### src/rtl/cpds_ram.sv
// Generic single-write, single-read RAM with registered read data.
`default_nettype none

module cpds_ram #(
  parameter int unsigned WIDTH = 8,
  parameter int unsigned DEPTH = 256
) (
  input  wire logic                     clk_i,
  input  wire logic                     we_i,
  input  wire logic [$clog2(DEPTH)-1:0] waddr_i,
  input  wire logic [WIDTH-1:0]         wdata_i,
  input  wire logic [$clog2(DEPTH)-1:0] raddr_i,
  output logic      [WIDTH-1:0]         rdata_o
);

  logic [WIDTH-1:0] mem_q [DEPTH];

  always_ff @(posedge clk_i) begin
    if (we_i) begin
      mem_q[waddr_i] <= wdata_i;
    end
    rdata_o <= mem_q[raddr_i];
  end

endmodule

`default_nettype wire

### config.mk
export PLATFORM = sky130hd
export DESIGN_NAME = cpds_ram
export DESIGN_NICKNAME = d
export VERILOG_FILES = /design/src/rtl/cpds_ram.sv
export SDC_FILE = /design/constraint.sdc
export NUM_CORES = 2
export LEC_CHECK = 0
export BUFFER_PORTS_ARGS = -buffer_cell sky130_fd_sc_hd__clkbuf_2
export CAP_MARGIN = 30
export CORE_MARGIN = 4
export CORE_UTILIZATION = 26
export DETAILED_ROUTE_END_ITERATION = 6
export PLACE_DENSITY_LB_ADDON = 0.2
export RECOVER_POWER = 25
export SETUP_SLACK_MARGIN = 0.05
export SLEW_MARGIN = 20
export SYNTH_ARGS = -nofsm -noshare
export SYNTH_HDL_FRONTEND = slang
export SYNTH_SLANG_ARGS = --single-unit
### constraint.sdc
create_clock -name clk_i -period 5.7 [get_ports clk_i]
set_input_delay 0.285 -clock clk_i [delete_from_list [all_inputs] [get_ports clk_i]]
set_output_delay 0.285 -clock clk_i [all_outputs]
set_load 0.005 [all_outputs]
==> flow_metrics.tcl <==
set metrics [dict create \
    clk_path_buf_depth 4 \
    synth_edf_count 2048 \
    fin_crit_ns 3.45 \
    yosysTopAreaCellShare_pct 77.3 \
    place_congestion 0.777 \
    post-route-cell-area_um2 92100 \
    skew_ns 0.0430 \
    clock_latency_ns 0.87 \
    cpMaxStageDelayCell "clkbuf_2" \
    dr.pass1.iters 7 \
    die_area_um2 315000 \
    setup_tns_ns 0 \
    cp_num_buf_inv 3 \
    finalNetCount 3941 \
    hpwl_mm 140 \
    fin_crit_sh_pct 60.5 \
    final_hold_viol_count 0 \
    place_area_um2 84900 \
    ys_ff_latch 2056 \
    drtIter0Drc 3641 \
    cts_root_buf "clkbuf_16" \
    cts_tree "yes" \
    grt_pass1_wl_mm 322 \
    synth_cell_types 55 \
    area_growth_pct 15.7 \
    crit_type "input port to flip-flop" \
    portBuffers 33 \
    core_area_um2 304000 \
    antenna_left 0 \
    drive_above_1_share_pct 24.1 \
    syn-num-nets 3759 \
    grt_max_degree 166 \
    final_core_util_pct 30.3 \
    slowest_delay_ns 2.04 \
    syn_inst 3733 \
    wl_per_cell_um 28.1 \
    grt_use_total_pct 14.2 \
    slew-limit-headroom_pct -132 \
    ys_async_sr_fraction_pct 0 \
    violations "capacitance limit, slew limit" \
    rsz0062_at_grt "false" \
    leakage_uw 0.0277 \
    critical_path.top_delay_family "buffers and inverters" \
    status "finished, violations left" \
    end_kind "flip-flop" \
    numClockSinks 2056 \
    synth-seq-area-share_pct 77.5 \
    crit_path_cell_trace "dlygate4sd3_1, clkbuf_2, buf_4" \
    crit_arrival_ns 3.97 \
    fill_cells 29500 \
    start_util_pct 26.2 \
    io_pins 34 \
    first_global_vias 39400 \
    cap_violations 5 \
    synth_top_cell_by_area "edfxtp_1" \
    ys.warnings.count 0 \
    multi_input_area_um2 16600 \
    route.detailed.drc 0 \
    post_cts_resized 0 \
    overflow 0 \
    max_freq_ghz 0.290 \
    viasPerCell 4.71 \
    syn_area_per_cell_um2 21.3 \
    die_w_um 561 \
    peakVddDrop_mv 0.264 \
    cp-start-kind "input port" \
    die_h_um 561 \
    vias 38500 \
    critPathRequiredTime_ns 6.22 \
    critPathMaxFanout 122 \
    maxSlewViolCount 617 \
    worstMarginPinSlew_ns 3.48 \
    final-seq-area_um2 61700 \
    power_uw 32400 \
    wirelength_mm 229 \
    clk_pin_slew_ns 0.06 \
    min_path_type "input port to flip-flop" \
    antenna_found_initial 14 \
    p_per_area_nw_per_um2 351 \
    cts_buffers 223 \
    syn-cell-area_um2 79600 \
    holdWs_ns 0.177 \
    htreeDepth 4 \
    finalSetupViolCount 0 \
    synth_ff_type "edfxtp_1" \
    row_count 202 \
    synth_area_leaders "edfxtp_1 (77%), mux4_2 (13%), mux2i_1 (1.7%), nor2_1 (1.3%), a22oi_1 (1.3%)" \
]
report_power, final:
part	internal, uW	switching (uW)	leakage, uW	total [uW]
combinational	516	1080	0.00586	1600
clock	8060	5980	0.00339	14000
sequential	16700	27.9	0.0185	16700
area by class of cell:
type | count | share of cell area, %
sequential | 2056 | 67.0
inverter | 2 | 0.00815
clock buffer | 283 | 6.40
antenna | 6 | 0.0163
multi-input combinational | 1442 | 18.0
timing repair buffer | 190 | 1.88
tap | 4080 | 5.54
clock inverter | 115 | 1.16
Yosys cell counts, types with 3 or more instances:
cell type	number
nor3_1	22
or2_2	4
mux4_2	454
nor2_1	282
nand2_1	33
a221oi_1	13
o22a_1	5
nand2b_1	8
dfxtp_1	8
buf_6	21
a21oi_1	96
a22o_1	8
buf_2	31
mux2i_1	134
nor4_1	24
buf_1	22
buf_12	8
nand3_1	34
nand4_1	10
a211oi_1	16
a22oi_1	133
o22ai_1	28
o221ai_1	46
and2_1	6
buf_8	13
o21ai_0	10
edfxtp_1	2048
nor4_2	3
nor2b_1	31
buf_4	27
o32ai_1	4
clkbuf_1	111
o211ai_1	10
cells in the final DEF, fill, tap and decap left out, types with 11 or more instances in the layout:
master      instances
a211oi_1           16
a21oi_1            96
a221oi_1           13
a22oi_1           133
buf_12             18
buf_4             125
bufinv_16          17
clkbuf_1           52
clkbuf_16         224
clkbuf_2           25
clkinv_1           39
clkinv_2           38
clkinvlp_4         11
edfxtp_1         2048
mux2i_1           134
mux4_2            454
nand2_1            33
nand3_1            24
nor2_1            279
nor2b_1            28
nor3_1             18
nor4_1             20
o221ai_1           46
o22ai_1            28
stage by stage:
| step | std cells | worst slack [ns] |
|---|---|---|
| 6_report | 8174 | 2.25 |
| 5_1_grt | 8170 | 2.01 |
| 4_1_cts | 8151 | 2.57 |
| 3_5_place_dp | 7748 | 1.63 |
| 3_3_place_gp | 7731 | 1.41 |
| 2_1_floorplan | 3733 | 3.48 |
repair_timing:
action / in CTS / in global routing
buffers inserted: 0 / 0
endpoints found under the hold margin: 185 / 0
hold buffers: 5 / 0
logic make-up after synthesis:
kind of cell | share of synthesized area, %
compound gates | 3.42
flops | 77.5
simple gates | 2.63
buf+inv | 1.83
mux | 14.6
metal layers:
layer	GRT usage, %	up-vias	part of all wire, %
li1	-	16100	-
met1	20.2	21100	45
met2	22.8	1027	47
met3	2.50	260	5.2
met4	2.92	0	2.0
met5	0	-	0
flip-flops by register name, summed over array words and instances (netlist names):
| name | flops |
|---|---|
| rdata_o | 8 |
| mem_q | 2048 |
worst register-to-register path: stages (launching register included):
cell and delay, ns:
edfxtp_1 0.36, mux4_2 0.52, a22o_1 0.22, a221oi_1 0.61
o32ai_1 0.21, nor3_1 0.68, nor4_1 0.14
final timing paths:
check                     start             to  slack (ns)  depth (start not counted)
setup reg to reg   mem_q[67][5]     rdata_o[5]        2.82                          6
hold reg to reg   mem_q[202][6]     rdata_o[6]        1.15                          5
setup / recovery     wdata_i[6]   mem_q[60][6]        2.25                          3
hold / removal       waddr_i[1]  mem_q[163][5]        0.18                          3
No activity file was read; power rests on OpenSTA's default activity.
