File: src/rtl/cpds_pkg.sv
// Shared types and constants for the class pairwise distance sum block.
`default_nettype none

package cpds_pkg;

  // Storage sizes
  localparam int unsigned MAX_CELLS    = 4096;
  localparam int unsigned MAX_CLASSES  = 8;
  localparam int unsigned MAX_EXISTING = 1024;
  localparam int unsigned CELL_AW      = $clog2(MAX_CELLS);
  localparam int unsigned EX_AW        = $clog2(MAX_EXISTING);

  // Field widths
  localparam int unsigned IDX_W   = 12;
  localparam int unsigned CODE_W  = 4;
  localparam int unsigned TOT_W   = 40;
  localparam int unsigned ROOT_W  = 20;
  localparam int unsigned RAD_W   = 2 * ROOT_W;
  localparam int unsigned EX_CW   = 3;
  localparam int unsigned EX_W    = EX_CW + IDX_W;
  localparam int unsigned DIM_W   = 7;

  // Square root unit: one result bit per cycle
  localparam int unsigned SQRT_STEPS = ROOT_W;

  typedef enum logic [1:0] {
    CMD_LOAD    = 2'd0,
    CMD_ADD     = 2'd1,
    CMD_COMPUTE = 2'd2,
    CMD_CLEAR   = 2'd3
  } cmd_e;

  typedef enum logic [1:0] {
    STAT_OK    = 2'd0,
    STAT_FULL  = 2'd1,
    STAT_RANGE = 2'd2
  } status_e;

  typedef enum logic [1:0] {
    REG_WIDTH  = 2'd0,
    REG_HEIGHT = 2'd1,
    REG_CLASS  = 2'd2
  } reg_e;

  typedef enum logic [3:0] {
    ST_IDLE,
    ST_I_RD,
    ST_I_WT,
    ST_J_RD,
    ST_J_WT,
    ST_SQ1,
    ST_SQ2,
    ST_SQS,
    ST_SQW,
    ST_E_RD,
    ST_E_WT,
    ST_DIV,
    ST_DONE
  } state_e;

  // Status of the square root unit
  typedef struct packed {
    logic busy;
    logic done;
  } sqrt_stat_t;

endpackage

`default_nettype wire

File: src/rtl/cpds_sqrt.sv
// Iterative integer square root, one root bit per cycle.
`default_nettype none

module cpds_sqrt (
  input  wire logic                           clk_i,
  input  wire logic                           rst_ni,
  input  wire logic                           start_i,
  input  wire logic [cpds_pkg::RAD_W-1:0]     radicand_i,
  output cpds_pkg::sqrt_stat_t                stat_o,
  output logic      [cpds_pkg::ROOT_W-1:0]    root_o
);

  localparam int unsigned REM_W = cpds_pkg::ROOT_W + 3;
  localparam int unsigned CNT_W = $clog2(cpds_pkg::SQRT_STEPS);

  logic                          busy_q, busy_d;
  logic                          done_q, done_d;
  logic [CNT_W-1:0]              cnt_q, cnt_d;
  logic [cpds_pkg::RAD_W-1:0]    rad_q, rad_d;
  logic [REM_W-1:0]              rem_q, rem_d;
  logic [cpds_pkg::ROOT_W-1:0]   root_q, root_d;

  logic [REM_W-1:0]              rem_sh;
  logic [REM_W-1:0]              trial;
  logic                          ge;

  // One digit step: bring down two radicand bits and try root*4+1
  assign rem_sh = {rem_q[REM_W-3:0], rad_q[cpds_pkg::RAD_W-1 -: 2]};
  assign trial  = {1'b0, root_q, 2'b01};
  assign ge     = (rem_sh >= trial);

  always_comb begin
    busy_d = busy_q;
    done_d = 1'b0;
    cnt_d  = cnt_q;
    rad_d  = rad_q;
    rem_d  = rem_q;
    root_d = root_q;
    if (start_i && !busy_q) begin
      busy_d = 1'b1;
      cnt_d  = '0;
      rad_d  = radicand_i;
      rem_d  = '0;
      root_d = '0;
    end else if (busy_q) begin
      rem_d  = ge ? (rem_sh - trial) : rem_sh;
      root_d = {root_q[cpds_pkg::ROOT_W-2:0], ge};
      rad_d  = {rad_q[cpds_pkg::RAD_W-3:0], 2'b00};
      cnt_d  = cnt_q + CNT_W'(1);
      if (cnt_q == CNT_W'(cpds_pkg::SQRT_STEPS - 1)) begin
        busy_d = 1'b0;
        done_d = 1'b1;
      end
    end
  end

  always_ff @(posedge clk_i or negedge rst_ni) begin
    if (!rst_ni) begin
      busy_q <= 1'b0;
      done_q <= 1'b0;
      cnt_q  <= '0;
    end else begin
      busy_q <= busy_d;
      done_q <= done_d;
      cnt_q  <= cnt_d;
    end
  end

  always_ff @(posedge clk_i) begin
    rad_q  <= rad_d;
    rem_q  <= rem_d;
    root_q <= root_d;
  end

  assign stat_o.busy = busy_q;
  assign stat_o.done = done_q;
  assign root_o      = root_q;

endmodule

`default_nettype wire

File: config.mk
export PLATFORM = sky130hd
export DESIGN_NAME = cpds_sqrt
export DESIGN_NICKNAME = d
export VERILOG_FILES = /design/src/rtl/cpds_pkg.sv /design/src/rtl/cpds_sqrt.sv
export SDC_FILE = /design/constraint.sdc
export NUM_CORES = 1
export LEC_CHECK = 0
export BUFFER_PORTS_ARGS = -buffer_cell sky130_fd_sc_hd__buf_2
export CORE_UTILIZATION = 55
export CTS_CLUSTER_SIZE = 25
export DETAILED_ROUTE_END_ITERATION = 10
export PLACE_DENSITY_LB_ADDON = 0.12
export RECOVER_POWER = 50
export SLEW_MARGIN = 15
export SYNTH_ARGS = -nofsm -noshare
export SYNTH_HDL_FRONTEND = slang
export SYNTH_SLANG_ARGS = --single-unit
File: constraint.sdc
create_clock -name clk_i -period 4.9 [get_ports clk_i]
set_clock_uncertainty 0.2 [all_clocks]
set_input_delay 0.98 -clock clk_i [delete_from_list [all_inputs] [get_ports clk_i]]
set_output_delay 0.98 -clock clk_i [all_outputs]
set_load 0.05 [all_outputs]
==> impl_metrics.toml <==
[setup_path]
rr_startpoint = "busy_q"
r2r_end = "rad_q[10]"
end_kind = "flip-flop"
start_kind = "input port"
r2r_cells = 4
worst-setup-path-type = "in2reg"
crit_fanout = 26
arrival_ns = 3.71
rrSetupSlack_ns = 1.42
crit_required_ns = 4.79

[sta]
period_share_pct = 78.0
fin_hold_ws_ns = 0.282
tightestPinTransition_ns = 1.28
worst_slack_ns = 1.08
min_period_ns = 3.82
rsz0062_at_grt = "false"
max_freq_mhz = 261
setup_viol = 0
tns_ns = 0
hold_viol_final = 0
slew_viol_final = 0
relSlewSlack_pct = 14.9

[detailed_routing]
vias = 3824
routed_wl_mm = 10.6
drt_pass1_iterations = 5
drtIter0Drc = 165
wl_per_cell_um = 16.5
drtAntennaViolNets = 0
route.detailed.drc = 0
viasPerCell = 5.93

[final_layout]
drive_above_1_share_pct = 19.6
area_growth_pct = 10.9
final_core_util_pct = 64.1
fin_nets = 601
diodes = 0

[yosys]
synth_cell_type_count = 59
syn_area_mm2 = 0.00482
ys_ff_latch = 88
synth_nets = 546
synth.avg_cell_area_um2 = 10.0
synth_cells = 480
ys_warn_count = 0
synth_top_flop_cell = "dfxtp_1"
async_flop_share_pct = 7.95
seq_area_frac_synth_pct = 45.6
synth_edf_count = 40

[cts]
cts_tree = "done"
cts-root-buf = "clkbuf_8"
hold_buffers = 0
cts_max_path_buffers = 2
clk_latency_ns = 0.36
numCtsBuffers = 9
cts_htree_levels = 3
cts_resized = 0
post_cts_buffers = 0
clk_pin_slew_ns = 0.10
cts.sinks = 88

[place]
pre_cts_ws_ns = 1.59
dp_hpwl_mm = 7.29
portBuffers = 64
gp_congestion = 0.897

[run]
cap_viol_max_count = 0

[floorplanning]
io_pins = 65
die-area_mm2 = 0.00914
die_x_um = 95.6
core_area_mm2 = 0.00834
die_height_um = 95.6
start_util_pct = 57.8
fp-row-count = 33

[run_status]
status = "finished, final reports clean"

[global_routing]
grt_max_degree = 39
antenna_found_initial = 0
grt_pass1_vias = 3626
grt_use_total_pct = 24.6
overflow = 0
grt_pass1_wl_mm = 17.3

[min_path]
timing.hold.worst_endpoint = "root_o[2]"
hold_path_class = "reg2reg"
hp-start = "root_o[1]"
hold_depth = 2
==> worst max path at each step <==
stage / from / end / slack (ns)
floorplan: root_o[7] / rem_q[18] / 1.82
global placement: start_i / rad_q[17] / 1.65
detailed placement: start_i / rad_q[10] / 1.59
CTS: root_o[7] / rem_q[18] / 1.75
global route: start_i / rad_q[19] / 0.80
finish: start_i / rad_q[10] / 1.08
==> cell usage after synthesis, types with 3 or more instances <==
| cell type | number | area share, % |
|---|---|---|
| o2111ai_1 | 3 | 0.55 |
| xnor2_1 | 7 | 1.3 |
| a221o_1 | 7 | 1.5 |
| nand4_1 | 7 | 0.91 |
| nand2_1 | 58 | 4.5 |
| inv_1 | 30 | 2.3 |
| a41oi_1 | 3 | 0.55 |
| dfxtp_1 | 41 | 17 |
| o221ai_1 | 3 | 0.55 |
| clkbuf_1 | 16 | 1.2 |
| a21o_1 | 9 | 1.4 |
| o31ai_1 | 20 | 3.1 |
| o211ai_1 | 10 | 1.6 |
| xor2_1 | 6 | 1.1 |
| nand3_1 | 13 | 1.4 |
| a211oi_1 | 9 | 1.4 |
| edfxtp_1 | 40 | 25 |
| ha_1 | 23 | 6.0 |
| nand2b_1 | 5 | 0.65 |
| mux2_2 | 39 | 9.1 |
| nor3_1 | 11 | 1.1 |
| dfrtp_1 | 7 | 3.6 |
| and3_1 | 4 | 0.52 |
| a21oi_1 | 22 | 2.3 |
| nor2_1 | 22 | 1.7 |
| o21a_1 | 5 | 0.78 |
| o21ai_0 | 16 | 1.7 |
| buf_2 | 4 | 0.42 |
==> critical path, stage by stage <==
cell and delay, ns:
clkbuf_1 0.49, nor2_1 0.24, clkbuf_1 0.91, inv_1 0.65, buf_4 0.42
==> layer usage <==
layer / part of all wire (%) / track usage, % / wire (um) / up-vias
li1: - / - / - / 1898
met4: 1.8 / 9.95 / 196 / 0
met3: 5.1 / 3.51 / 542 / 18
met5: 0 / 0 / 0 / -
met1: 47 / 33.9 / 5030 / 1808
met2: 46 / 38.8 / 4850 / 100
==> per-stage QoR <==
stage,area [um^2],cells
floorplan,4820,480
global placement,5200,629
detailed placement,5200,629
CTS,5380,645
global route,5340,645
finish,5340,645
==> sequential cells by signal, indices dropped and copies added (netlist names) <==
register / count
busy_q: 1
root_o: 20
done_q: 1
rem_q: 21
cnt_q: 5
rad_q: 40
==> cell type report <==
cell class              count  area (um^2)
well taps                 105          131
inverters                  30          113
fillers                   716         3000
clock buffers              10          128
flip-flops and latches     88         2200
clock inverters             6         51.3
multi-input cells         338         2400
repair buffers             68          318
==> cell usage in the layout (no fill, tap or decap), types with 4 or more instances in the layout <==
cell type  count
a211oi_1       9
a21o_1         9
a21oi_1       22
a221o_1        7
and3_1         4
buf_2         41
clkbuf_1      25
clkbuf_8       9
dfrtp_1        7
dfxtp_1       41
edfxtp_1      40
ha_1          23
inv_1         30
mux2_2        39
nand2_1       58
nand2b_1       5
nand3_1       13
nand4_1        7
nor2_1        21
nor3_1        11
o211ai_1      10
o21a_1         5
o21ai_0       16
o31ai_1       20
xnor2_1        7
xor2_1         6
==> kinds of logic (layout without fill, tap and decap cells) <==
kind of cell | after synthesis | count (layout) | share of synthesized area [%]
AND/OR/NAND/NOR | 135 | 135 | 13.2
flip-flops | 88 | 88 | 45.6
XOR/XNOR | 13 | 13 | 2.36
adder cells (fa/ha/maj) | 23 | 23 | 5.97
buffers and inverters | 54 | 114 | 4.62
AO/OA/AOI/OAI | 128 | 128 | 19.1
multiplexers | 39 | 39 | 9.12
Power is left out: the tool's default activity adds up to more than one toggle a clock period on the data nets, which glitch-free logic cannot reach.
